--- src/hdl/scet_pkg.sv ---
// ----------------------------------------------------------------------------
// scet_pkg
// Shared types, constants and register map for the sample change event
// trigger.
// ----------------------------------------------------------------------------
package scet_pkg;

  // Datapath sizes
  localparam int SAMPLE_BITS = 32;
  localparam int TIMER_BITS  = 16;
  localparam int CMP_BITS    = 34;   // holds sample, band and level sums exactly
  localparam int TCMP_BITS   = (TIMER_BITS > 16) ? TIMER_BITS : 16;

  // APB register map
  localparam int APB_AW = 5;
  localparam int APB_DW = 32;

  localparam logic [2:0] REG_MODE   = 3'd0;
  localparam logic [2:0] REG_PERIOD = 3'd1;
  localparam logic [2:0] REG_BAND   = 3'd2;
  localparam logic [2:0] REG_THRESH = 3'd3;
  localparam logic [2:0] REG_EDGE   = 3'd4;

  // Report modes
  typedef enum logic [1:0] {
    MODE_AUTO      = 2'd0,
    MODE_NOTEQUAL  = 2'd1,
    MODE_DEADBAND  = 2'd2,
    MODE_THRESHOLD = 2'd3
  } mode_e;

  // Threshold edge codes; the spare code reports nothing
  localparam logic [1:0] EDGE_RISE = 2'd0;
  localparam logic [1:0] EDGE_FALL = 2'd1;
  localparam logic [1:0] EDGE_BOTH = 2'd2;

  // Reset values
  localparam logic [15:0] PERIOD_RST = 16'd10;
  localparam logic [15:0] BAND_RST   = 16'd10;

  localparam logic [TIMER_BITS-1:0] TIMER_MAX = '1;

  // Configuration seen by the evaluation logic
  typedef struct packed {
    mode_e              mode;
    logic [15:0]        period;
    logic [15:0]        band;
    logic signed [31:0] thresh;
    logic [1:0]         edge_sel;
  } cfg_t;

  // Outcome of one tick
  typedef struct packed {
    logic                          report;
    logic [TIMER_BITS-1:0]         tick_next;
    logic signed [SAMPLE_BITS-1:0] rem_next;
  } eval_t;

endpackage

--- src/hdl/scet_in_if.sv ---
// ----------------------------------------------------------------------------
// scet_in_if
// Sample channel: one beat per millisecond tick.
// ----------------------------------------------------------------------------
interface scet_in_if;
  logic               valid;
  logic               ready;
  logic signed [31:0] sample_value;

  modport source (output valid, output sample_value, input ready);
  modport sink   (input valid, input sample_value, output ready);
endinterface

--- src/hdl/scet_out_if.sv ---
// ----------------------------------------------------------------------------
// scet_out_if
// Report channel: one beat per accepted tick.
// ----------------------------------------------------------------------------
interface scet_out_if;
  logic               valid;
  logic               ready;
  logic               report_event;
  logic signed [31:0] reported_value;

  modport source (output valid, output report_event, output reported_value, input ready);
  modport sink   (input valid, input report_event, input reported_value, output ready);
endinterface

--- src/hdl/scet_cfg.sv ---
// ----------------------------------------------------------------------------
// scet_cfg
// APB configuration registers; flags a period write so the tick count restarts.
// ----------------------------------------------------------------------------
module scet_cfg
  import scet_pkg::*;
(
  input  logic              clk_i,
  input  logic              rst_ni,
  input  logic              psel,
  input  logic              penable,
  input  logic              pwrite,
  input  logic [APB_AW-1:0] paddr,
  input  logic [APB_DW-1:0] pwdata,
  output logic [APB_DW-1:0] prdata,
  output logic              pready,
  output cfg_t              cfg_o,
  output logic              period_wr_o
);

  cfg_t       cfg_q;
  logic       wr_en;
  logic [2:0] idx;

  assign pready = 1'b1;
  assign idx    = paddr[APB_AW-1:2];
  assign wr_en  = psel && penable && pwrite && pready;

  // Register write
  always_ff @(posedge clk_i or negedge rst_ni) begin
    if (!rst_ni) begin
      cfg_q.mode     <= MODE_NOTEQUAL;
      cfg_q.period   <= PERIOD_RST;
      cfg_q.band     <= BAND_RST;
      cfg_q.thresh   <= '0;
      cfg_q.edge_sel <= EDGE_RISE;
    end else if (wr_en) begin
      case (idx)
        REG_MODE:   cfg_q.mode     <= mode_e'(pwdata[1:0]);
        REG_PERIOD: cfg_q.period   <= pwdata[15:0];
        REG_BAND:   cfg_q.band     <= pwdata[15:0];
        REG_THRESH: cfg_q.thresh   <= signed'(pwdata[31:0]);
        REG_EDGE:   cfg_q.edge_sel <= pwdata[1:0];
        default: ;
      endcase
    end
  end

  assign period_wr_o = wr_en && (idx == REG_PERIOD);
  assign cfg_o       = cfg_q;

  // Read back
  always_comb begin
    prdata = '0;
    case (idx)
      REG_MODE:   prdata[1:0]  = cfg_q.mode;
      REG_PERIOD: prdata[15:0] = cfg_q.period;
      REG_BAND:   prdata[15:0] = cfg_q.band;
      REG_THRESH: prdata       = cfg_q.thresh;
      REG_EDGE:   prdata[1:0]  = cfg_q.edge_sel;
      default:    prdata       = '0;
    endcase
  end

endmodule

--- src/hdl/scet_eval.sv ---
// ----------------------------------------------------------------------------
// scet_eval
// Per-tick decision: advances the millisecond count and applies the report
// condition of the selected mode.
// ----------------------------------------------------------------------------
module scet_eval
  import scet_pkg::*;
(
  input  cfg_t                          cfg_i,
  input  logic [TIMER_BITS-1:0]         tick_i,
  input  logic signed [SAMPLE_BITS-1:0] rem_i,
  input  logic signed [SAMPLE_BITS-1:0] sample_i,
  output eval_t                         res_o
);

  logic [TIMER_BITS-1:0]      tick_inc;
  logic                       fire;
  logic signed [CMP_BITS-1:0] s_x, last_x, th_x, db_x;
  logic                       rise, fall, hit;

  // Saturating count, fires once the period has elapsed
  assign tick_inc = (tick_i != TIMER_MAX) ? tick_i + 1'b1 : tick_i;
  assign fire     = (TCMP_BITS'(tick_inc) >= TCMP_BITS'(cfg_i.period))
                 || (tick_inc == TIMER_MAX);

  // Widen everything so the compares cannot overflow
  assign s_x    = {{(CMP_BITS-SAMPLE_BITS){sample_i[SAMPLE_BITS-1]}}, sample_i};
  assign last_x = {{(CMP_BITS-SAMPLE_BITS){rem_i[SAMPLE_BITS-1]}}, rem_i};
  assign th_x   = {{(CMP_BITS-32){cfg_i.thresh[31]}}, cfg_i.thresh};
  assign db_x   = {{(CMP_BITS-16){1'b0}}, cfg_i.band};

  assign rise = (last_x <= th_x) && (s_x > th_x);
  assign fall = (last_x > th_x) && (s_x <= th_x);

  // Mode condition
  always_comb begin
    case (cfg_i.mode)
      MODE_AUTO:     hit = 1'b1;
      MODE_NOTEQUAL: hit = (s_x != last_x);
      MODE_DEADBAND: hit = ((last_x > s_x + db_x) || (last_x < s_x - db_x))
                           && (s_x >= db_x);
      MODE_THRESHOLD:
        hit = (((cfg_i.edge_sel == EDGE_RISE) || (cfg_i.edge_sel == EDGE_BOTH)) && rise)
           || (((cfg_i.edge_sel == EDGE_FALL) || (cfg_i.edge_sel == EDGE_BOTH)) && fall);
      default:       hit = 1'b0;
    endcase
  end

  // Threshold mode remembers every evaluated sample, the others only on report
  assign res_o.report    = fire && hit;
  assign res_o.tick_next = fire ? '0 : tick_inc;
  assign res_o.rem_next  = (fire && (hit || (cfg_i.mode == MODE_THRESHOLD)))
                         ? sample_i : rem_i;

endmodule

--- src/hdl/sample_change_event_trigger_top.sv ---
// ----------------------------------------------------------------------------
// sample_change_event_trigger_top
// Change-of-value report trigger for one channel, one tick per beat.
//
//   channel  dir  beat contents
//   smp_i    in   sample_value (32b signed), one millisecond tick
//   rpt_o    out  report_event (1b), reported_value (32b signed)
//   APB      in   report_mode, period_ms, band_size, threshold_level, edge_select
//
// One tick a cycle while rpt_o is not stalled; each result is registered and
// appears in the cycle after its tick is taken. The tick counter and
// remembered value update in the accepting cycle, so ticks follow back to back
// without a bubble. A stalled result register still takes a new tick when
// rpt_o is taken in the same cycle. Reset restores the register defaults and clears the count.
// ----------------------------------------------------------------------------
module sample_change_event_trigger_top
  import scet_pkg::*;
(
  input  logic              clk_i,
  input  logic              rst_ni,
  scet_in_if.sink           smp_i,
  scet_out_if.source        rpt_o,
  input  logic              psel,
  input  logic              penable,
  input  logic              pwrite,
  input  logic [APB_AW-1:0] paddr,
  input  logic [APB_DW-1:0] pwdata,
  output logic [APB_DW-1:0] prdata,
  output logic              pready
);

  cfg_t                          cfg;
  logic                          period_wr;
  eval_t                         ev;
  logic [TIMER_BITS-1:0]         tick_q;
  logic signed [SAMPLE_BITS-1:0] rem_q;
  logic                          vld_q, rep_q;
  logic signed [31:0]            val_q;
  logic                          acc;

  scet_cfg u_cfg (
    .clk_i, .rst_ni,
    .psel, .penable, .pwrite, .paddr, .pwdata, .prdata, .pready,
    .cfg_o       (cfg),
    .period_wr_o (period_wr)
  );

  scet_eval u_eval (
    .cfg_i    (cfg),
    .tick_i   (tick_q),
    .rem_i    (rem_q),
    .sample_i (smp_i.sample_value[SAMPLE_BITS-1:0]),
    .res_o    (ev)
  );

  // Take a tick whenever the result register is free or being drained
  assign smp_i.ready = !vld_q || rpt_o.ready;
  assign acc         = smp_i.valid && smp_i.ready;

  // Channel state
  always_ff @(posedge clk_i or negedge rst_ni) begin
    if (!rst_ni) begin
      tick_q <= '0;
      rem_q  <= SAMPLE_BITS'(1);
    end else if (period_wr) begin
      tick_q <= '0;
    end else if (acc) begin
      tick_q <= ev.tick_next;
      rem_q  <= ev.rem_next;
    end
  end

  // Result register
  always_ff @(posedge clk_i or negedge rst_ni) begin
    if (!rst_ni) begin
      vld_q <= 1'b0;
    end else if (acc) begin
      vld_q <= 1'b1;
    end else if (rpt_o.ready) begin
      vld_q <= 1'b0;
    end
  end

  always_ff @(posedge clk_i) begin
    if (acc) begin
      rep_q <= ev.report;
      val_q <= ev.report
             ? 32'(signed'(smp_i.sample_value[SAMPLE_BITS-1:0])) : '0;
    end
  end

  assign rpt_o.valid          = vld_q;
  assign rpt_o.report_event   = rep_q;
  assign rpt_o.reported_value = val_q;

  // Checks
  a_quiet_zero: assert property (@(posedge clk_i) disable iff (!rst_ni)
    rpt_o.valid && !rpt_o.report_event |-> rpt_o.reported_value == '0)
    else $error("non-report beat carries a value");

  a_acc_result: assert property (@(posedge clk_i) disable iff (!rst_ni)
    acc |=> rpt_o.valid)
    else $error("accepted tick produced no result beat");

  a_tick_range: assert property (@(posedge clk_i) disable iff (!rst_ni)
    tick_q != TIMER_MAX)
    else $error("tick count held at saturation");

endmodule
--- src/flat_wrapper.sv ---
// flat-port wrapper written by rule: the top's interface ports become plain ports
module sample_change_event_trigger_top_flat import scet_pkg::*;
  (clk_i, rst_ni, psel, penable, pwrite, paddr, pwdata, prdata, pready, smp_i_valid, smp_i_sample_value, smp_i_ready, rpt_o_valid, rpt_o_report_event, rpt_o_reported_value, rpt_o_ready);
  scet_in_if smp_i_i ();
  scet_out_if rpt_o_i ();
  input  logic clk_i;
  input  logic rst_ni;
  input  logic psel;
  input  logic penable;
  input  logic pwrite;
  input  logic [APB_AW-1:0] paddr;
  input  logic [APB_DW-1:0] pwdata;
  output logic [APB_DW-1:0] prdata;
  output logic pready;
  input wire logic [$bits(smp_i_i.valid)-1:0] smp_i_valid;
  input wire logic [$bits(smp_i_i.sample_value)-1:0] smp_i_sample_value;
  output wire logic [$bits(smp_i_i.ready)-1:0] smp_i_ready;
  output wire logic [$bits(rpt_o_i.valid)-1:0] rpt_o_valid;
  output wire logic [$bits(rpt_o_i.report_event)-1:0] rpt_o_report_event;
  output wire logic [$bits(rpt_o_i.reported_value)-1:0] rpt_o_reported_value;
  input wire logic [$bits(rpt_o_i.ready)-1:0] rpt_o_ready;
  assign smp_i_i.valid = smp_i_valid;
  assign smp_i_i.sample_value = smp_i_sample_value;
  assign smp_i_ready = smp_i_i.ready;
  assign rpt_o_valid = rpt_o_i.valid;
  assign rpt_o_report_event = rpt_o_i.report_event;
  assign rpt_o_reported_value = rpt_o_i.reported_value;
  assign rpt_o_i.ready = rpt_o_ready;
  sample_change_event_trigger_top u_core (.clk_i(clk_i), .rst_ni(rst_ni), .smp_i(smp_i_i), .rpt_o(rpt_o_i), .psel(psel), .penable(penable), .pwrite(pwrite), .paddr(paddr), .pwdata(pwdata), .prdata(prdata), .pready(pready));
endmodule
--- config.mk ---
export PLATFORM = sky130hd
export DESIGN_NAME = sample_change_event_trigger_top_flat
export DESIGN_NICKNAME = d
export VERILOG_FILES = /design/src/hdl/scet_pkg.sv /design/src/hdl/scet_in_if.sv /design/src/hdl/scet_out_if.sv /design/src/hdl/scet_cfg.sv /design/src/hdl/scet_eval.sv /design/src/hdl/sample_change_event_trigger_top.sv /design/src/flat_wrapper.sv
export SDC_FILE = /design/constraint.sdc
export NUM_CORES = 1
export LEC_CHECK = 0
export ABC_AREA = 1
export BUFFER_PORTS_ARGS = -buffer_cell sky130_fd_sc_hd__buf_2
export CORE_ASPECT_RATIO = 1.75
export CORE_MARGIN = 2
export CORE_UTILIZATION = 55
export CTS_BUF_LIST = sky130_fd_sc_hd__clkbuf_4
export DETAILED_ROUTE_END_ITERATION = 6
export PLACE_DENSITY = 0.76
export RECOVER_POWER = 100
export SLEW_MARGIN = 20
export SYNTH_ARGS = -nofsm -noshare
export SYNTH_HDL_FRONTEND = slang
export SYNTH_SLANG_ARGS = --single-unit
export TNS_END_PERCENT = 50
--- constraint.sdc ---
create_clock -name clk_i -period 6 [get_ports clk_i]
set_input_delay 0 -clock clk_i [delete_from_list [all_inputs] [get_ports clk_i]]
set_output_delay 0 -clock clk_i [all_outputs]
set_load 0.05 [all_outputs]
==> metrics.md <==
| Metric | Value |
|---|---|
| Outcome | complete, but fails checks |
| Violated checks | capacitance limit, slew limit |
| Die ar. | 0.0245 mm2 |
| Most used DFF post-synth | dfrtp_1 |
| Worst Hold Slack | 117 ps |
| Synth Instances | 1741 |
| Worst slack, placed | 657 ps |
| Critical path data required time | 6570 ps |
| CP peak stage delay | 570 ps |
| Finished Core Util | 64.9% |
| Nets | 2204 |
| Worst hold endpoint | u_core.u_cfg.cfg_o[64] |
| Bufs and invs on worst path | 4 |
| # port buffers | 140 |
| Gpl congestion | 1.02 |
| Flop-to-flop setup slack | 550 ps |
| Routed len/inst | 18.6 um |
| Synth area leader | dfrtp_1 |
| Ys Warns | 0 |
| CP arrival | 6020 ps |
| Core area | 0.0227 mm2 |
| DR vias | 12700 |
| Worst hold start | pwdata[14] |
| Worst skew pair latency | 650 ps |
| Register bit total from synthesis | 150 |
| Routed WL | 42000 um |
| Worst path slowest cell | dfstp_1 |
| Count of final setup violators | 0 |
| Final Hold Viols | 0 |
| Final Cell Area | 0.0148 mm2 |
| TNS Setup | 0 ps |
| Clk buf depth | 2 |
| Critical path fanouts, max | 16 |
| Pwr per Cell Area | 329 mW/mm2 |
| Initial Util | 56.2% |
| Die H | 206 um |
| Crit path launch type | flip-flop |
| FP Rows | 73 |
| Fin. max-slew vios | 218 |
| Vias per cell | 5.60 |
| Largest net degree at the start of global routing | 70 |
| Commonest cells after routing, fill and taps aside | 406 x nand2_1, 230 x inv_1, 188 x nor2_1 |
| Sw frac | 48.6% |
| Launch point of the worst reg-to-reg path | u_core.u_cfg.cfg_o[37] |
| Hold Path Class | input pin to flip-flop |
| Mapped cell area | 0.0128 mm2 |
| Share of layout cells above drive strength 1 | 6.58% |
| Congestion Overflow GR | 0 |
| Number of global-route vias before repair | 12600 |
| Logic gate share of total power | 51.3% |
| Chip width | 119 um |
| Num CTS Buffers | 17 |
| Root buffer cell | clkbuf_4 |
| Setup WS post-layout | 549 ps |
| Psw | 2.36 mW |
| Mean Syn Cell Area | 7.35 um2 |
| CP most frequent cell | nand2_1 |
| Delay-heaviest family, CP | simple AND/OR/NAND/NOR gates |
| Total Routing Usage GR | 35.0% |
| H-tree lvl count | 4 |
| Placement Cell Area | 0.0138 mm2 |
| Slew @ Worst Pin | 3860 ps |
| Number of synthesized flops with an enable pin | 33 |
| Antenna violations before repair | 2 |
| Initial DRC Count | 896 |
| Slew headroom | -157% |
| Post-DRT Antenna Nets | 0 |
| Post-CTS Resized | 0 |
| Asr flop ratio synth | 78.0% |
| Static leakage | 7.55 nW |
| TritonCTS clock tree | done |
| Clk_skew | 35.9 ps |
| Worst Setup End Kind | flip-flop |
| Most common cell after layout, fill and taps aside | nand2_1 |
| HPWL after DPL | 33200 um |
| Clk sink count | 150 |
| Top post-synthesis cells by area | dfrtp_1 22%, ha_1 18%, nand2_1 12%, edfxtp_1 7.7%, inv_1 6.7% |
| Initial DRT Pass Iterations | 7 |
| Netlist cell types | 47 |
| Layout area overhead | 15.4% |
| Reg power frac | 34.4% |
| Clock slew at reported path FFs | 140 ps |
| Register area share after synthesis | 30.7% |
| Clock Power Share | 14.3% |
| Type of the worst setup path | flip-flop to flip-flop |
| First-pass GRT wire length | 65100 um |
| FF-to-FF End | u_core.rem_q[16] |
| Reg2Reg Depth | 34 |
| Final cell count without fillers | 2261 |
| Internal cell power | 2.50 mW |
| I/O pins | 144 |
| Worst Hold Depth | 4 |
| RSZ-0062 raised after global routing | no |
| Min Tclk post-route | 5450 ps |
| Max Fclk | 183 MHz |
| Final Power | 4.86 mW |
| Syn_nets | 1999 |
| Maximum VDD drop | 0.286 mV |
| Yosys top cell area share | 21.7% |
| Max-Cap Viols | 4 |
| Placed cells | 2149 |
| Final worst-path cycle share | 90.8% |
| Residual DRC | 0 |
-- synth_stat cells (4+ instances only) --
library cell	count
nand2_1	405
o21a_1	5
a31oi_1	5
nor2_1	188
o21bai_1	6
nor3_1	24
inv_1	229
nor4_1	8
o21ai_0	110
o221ai_1	14
buf_2	5
xor2_1	71
ha_1	180
nand3_1	96
edfxtp_1	33
dfstp_2	6
a21o_1	6
nand4_1	24
xnor2_1	11
dfrtp_1	111
clkbuf_1	33
a21oi_1	121
buf_4	4
buf_6	4
-- worst register-to-register path: cells and delay by family (launching register included) --
| kind | cells | cell delay (ps) |
|---|---|---|
| simple gates | 23 | 2380 |
| buf+inv | 4 | 640 |
| flops | 1 | 570 |
| fa+ha+maj | 2 | 670 |
| compound gates | 5 | 1150 |
-- state kept, by name, indices dropped and copies added (netlist names) --
register                     cells
u_core.rem_q                    32
u_core.rpt_o.valid               1
u_core.rpt_o.reported_value     32
u_core.rpt_o.report_event        1
u_core.tick_q                   16
u_core.u_cfg.cfg_o              68
-- cell families after synthesis --
| logic type | Yosys count | share of synthesized area [%] |
|---|---|---|
| other | 1 | 0.0293 |
| buffers and inverters | 280 | 8.62 |
| DFF | 150 | 30.7 |
| and+or+nand+nor | 762 | 24.9 |
| xor gates and xnor gates | 82 | 5.61 |
| AOI/OAI and AO/OA | 284 | 12.3 |
| adders and majority gates | 182 | 17.9 |
-- how the worst max path moves through the flow --
stage	start	to	slack [ps]	depth (start not counted)
final	u_core.u_cfg.cfg_o[37]	u_core.rem_q[16]	550	34
after global routing	u_core.u_cfg.cfg_o[37]	u_core.rem_q[10]	70	31
after CTS	u_core.u_cfg.cfg_o[37]	u_core.rem_q[16]	620	34
after detailed placement	u_core.u_cfg.cfg_o[37]	u_core.rem_q[25]	660	34
after global placement	u_core.u_cfg.cfg_o[37]	u_core.rem_q[4]	800	31
after floorplan	u_core.u_cfg.cfg_o[35]	u_core.rpt_o.reported_value[10]	1710	28
-- layout make-up --
cell class / count / area, um2
Antenna cell: 2 / 5.00
Timing Repair Buffer: 233 / 1530
Sequential cell: 150 / 3930
Clock inverter: 15 / 173
Tap cell: 300 / 375
Fill cell: 2074 / 7990
Multi-Input combinational cell: 1311 / 7750
Inverter: 233 / 875
Clock buffer: 17 / 128
-- power groups by stage --
stage	clock network [mW]	logic, mW	registers (mW)
final	0.694	2.49	1.67
after global placement	0	2.35	1.68
after detailed placement	0	2.43	1.68
after global routing	0.747	2.85	1.69
after floorplan	0	1.74	1.59
after CTS	0.715	2.49	1.66
-- routing by layer --
layer | global-route usage [%] | share of wire (%)
met5 | 0 | 0
met4 | 30.0 | 9.8
met3 | 5.27 | 3.7
met2 | 66.4 | 53
met1 | 32.1 | 33
-- timing repair --
action                    in CTS  in global routing
hold endpoints to repair     183                  0
hold buffers                  78                  0
setup buffers                  0                  0
No activity file was read; power rests on OpenSTA's default activity.
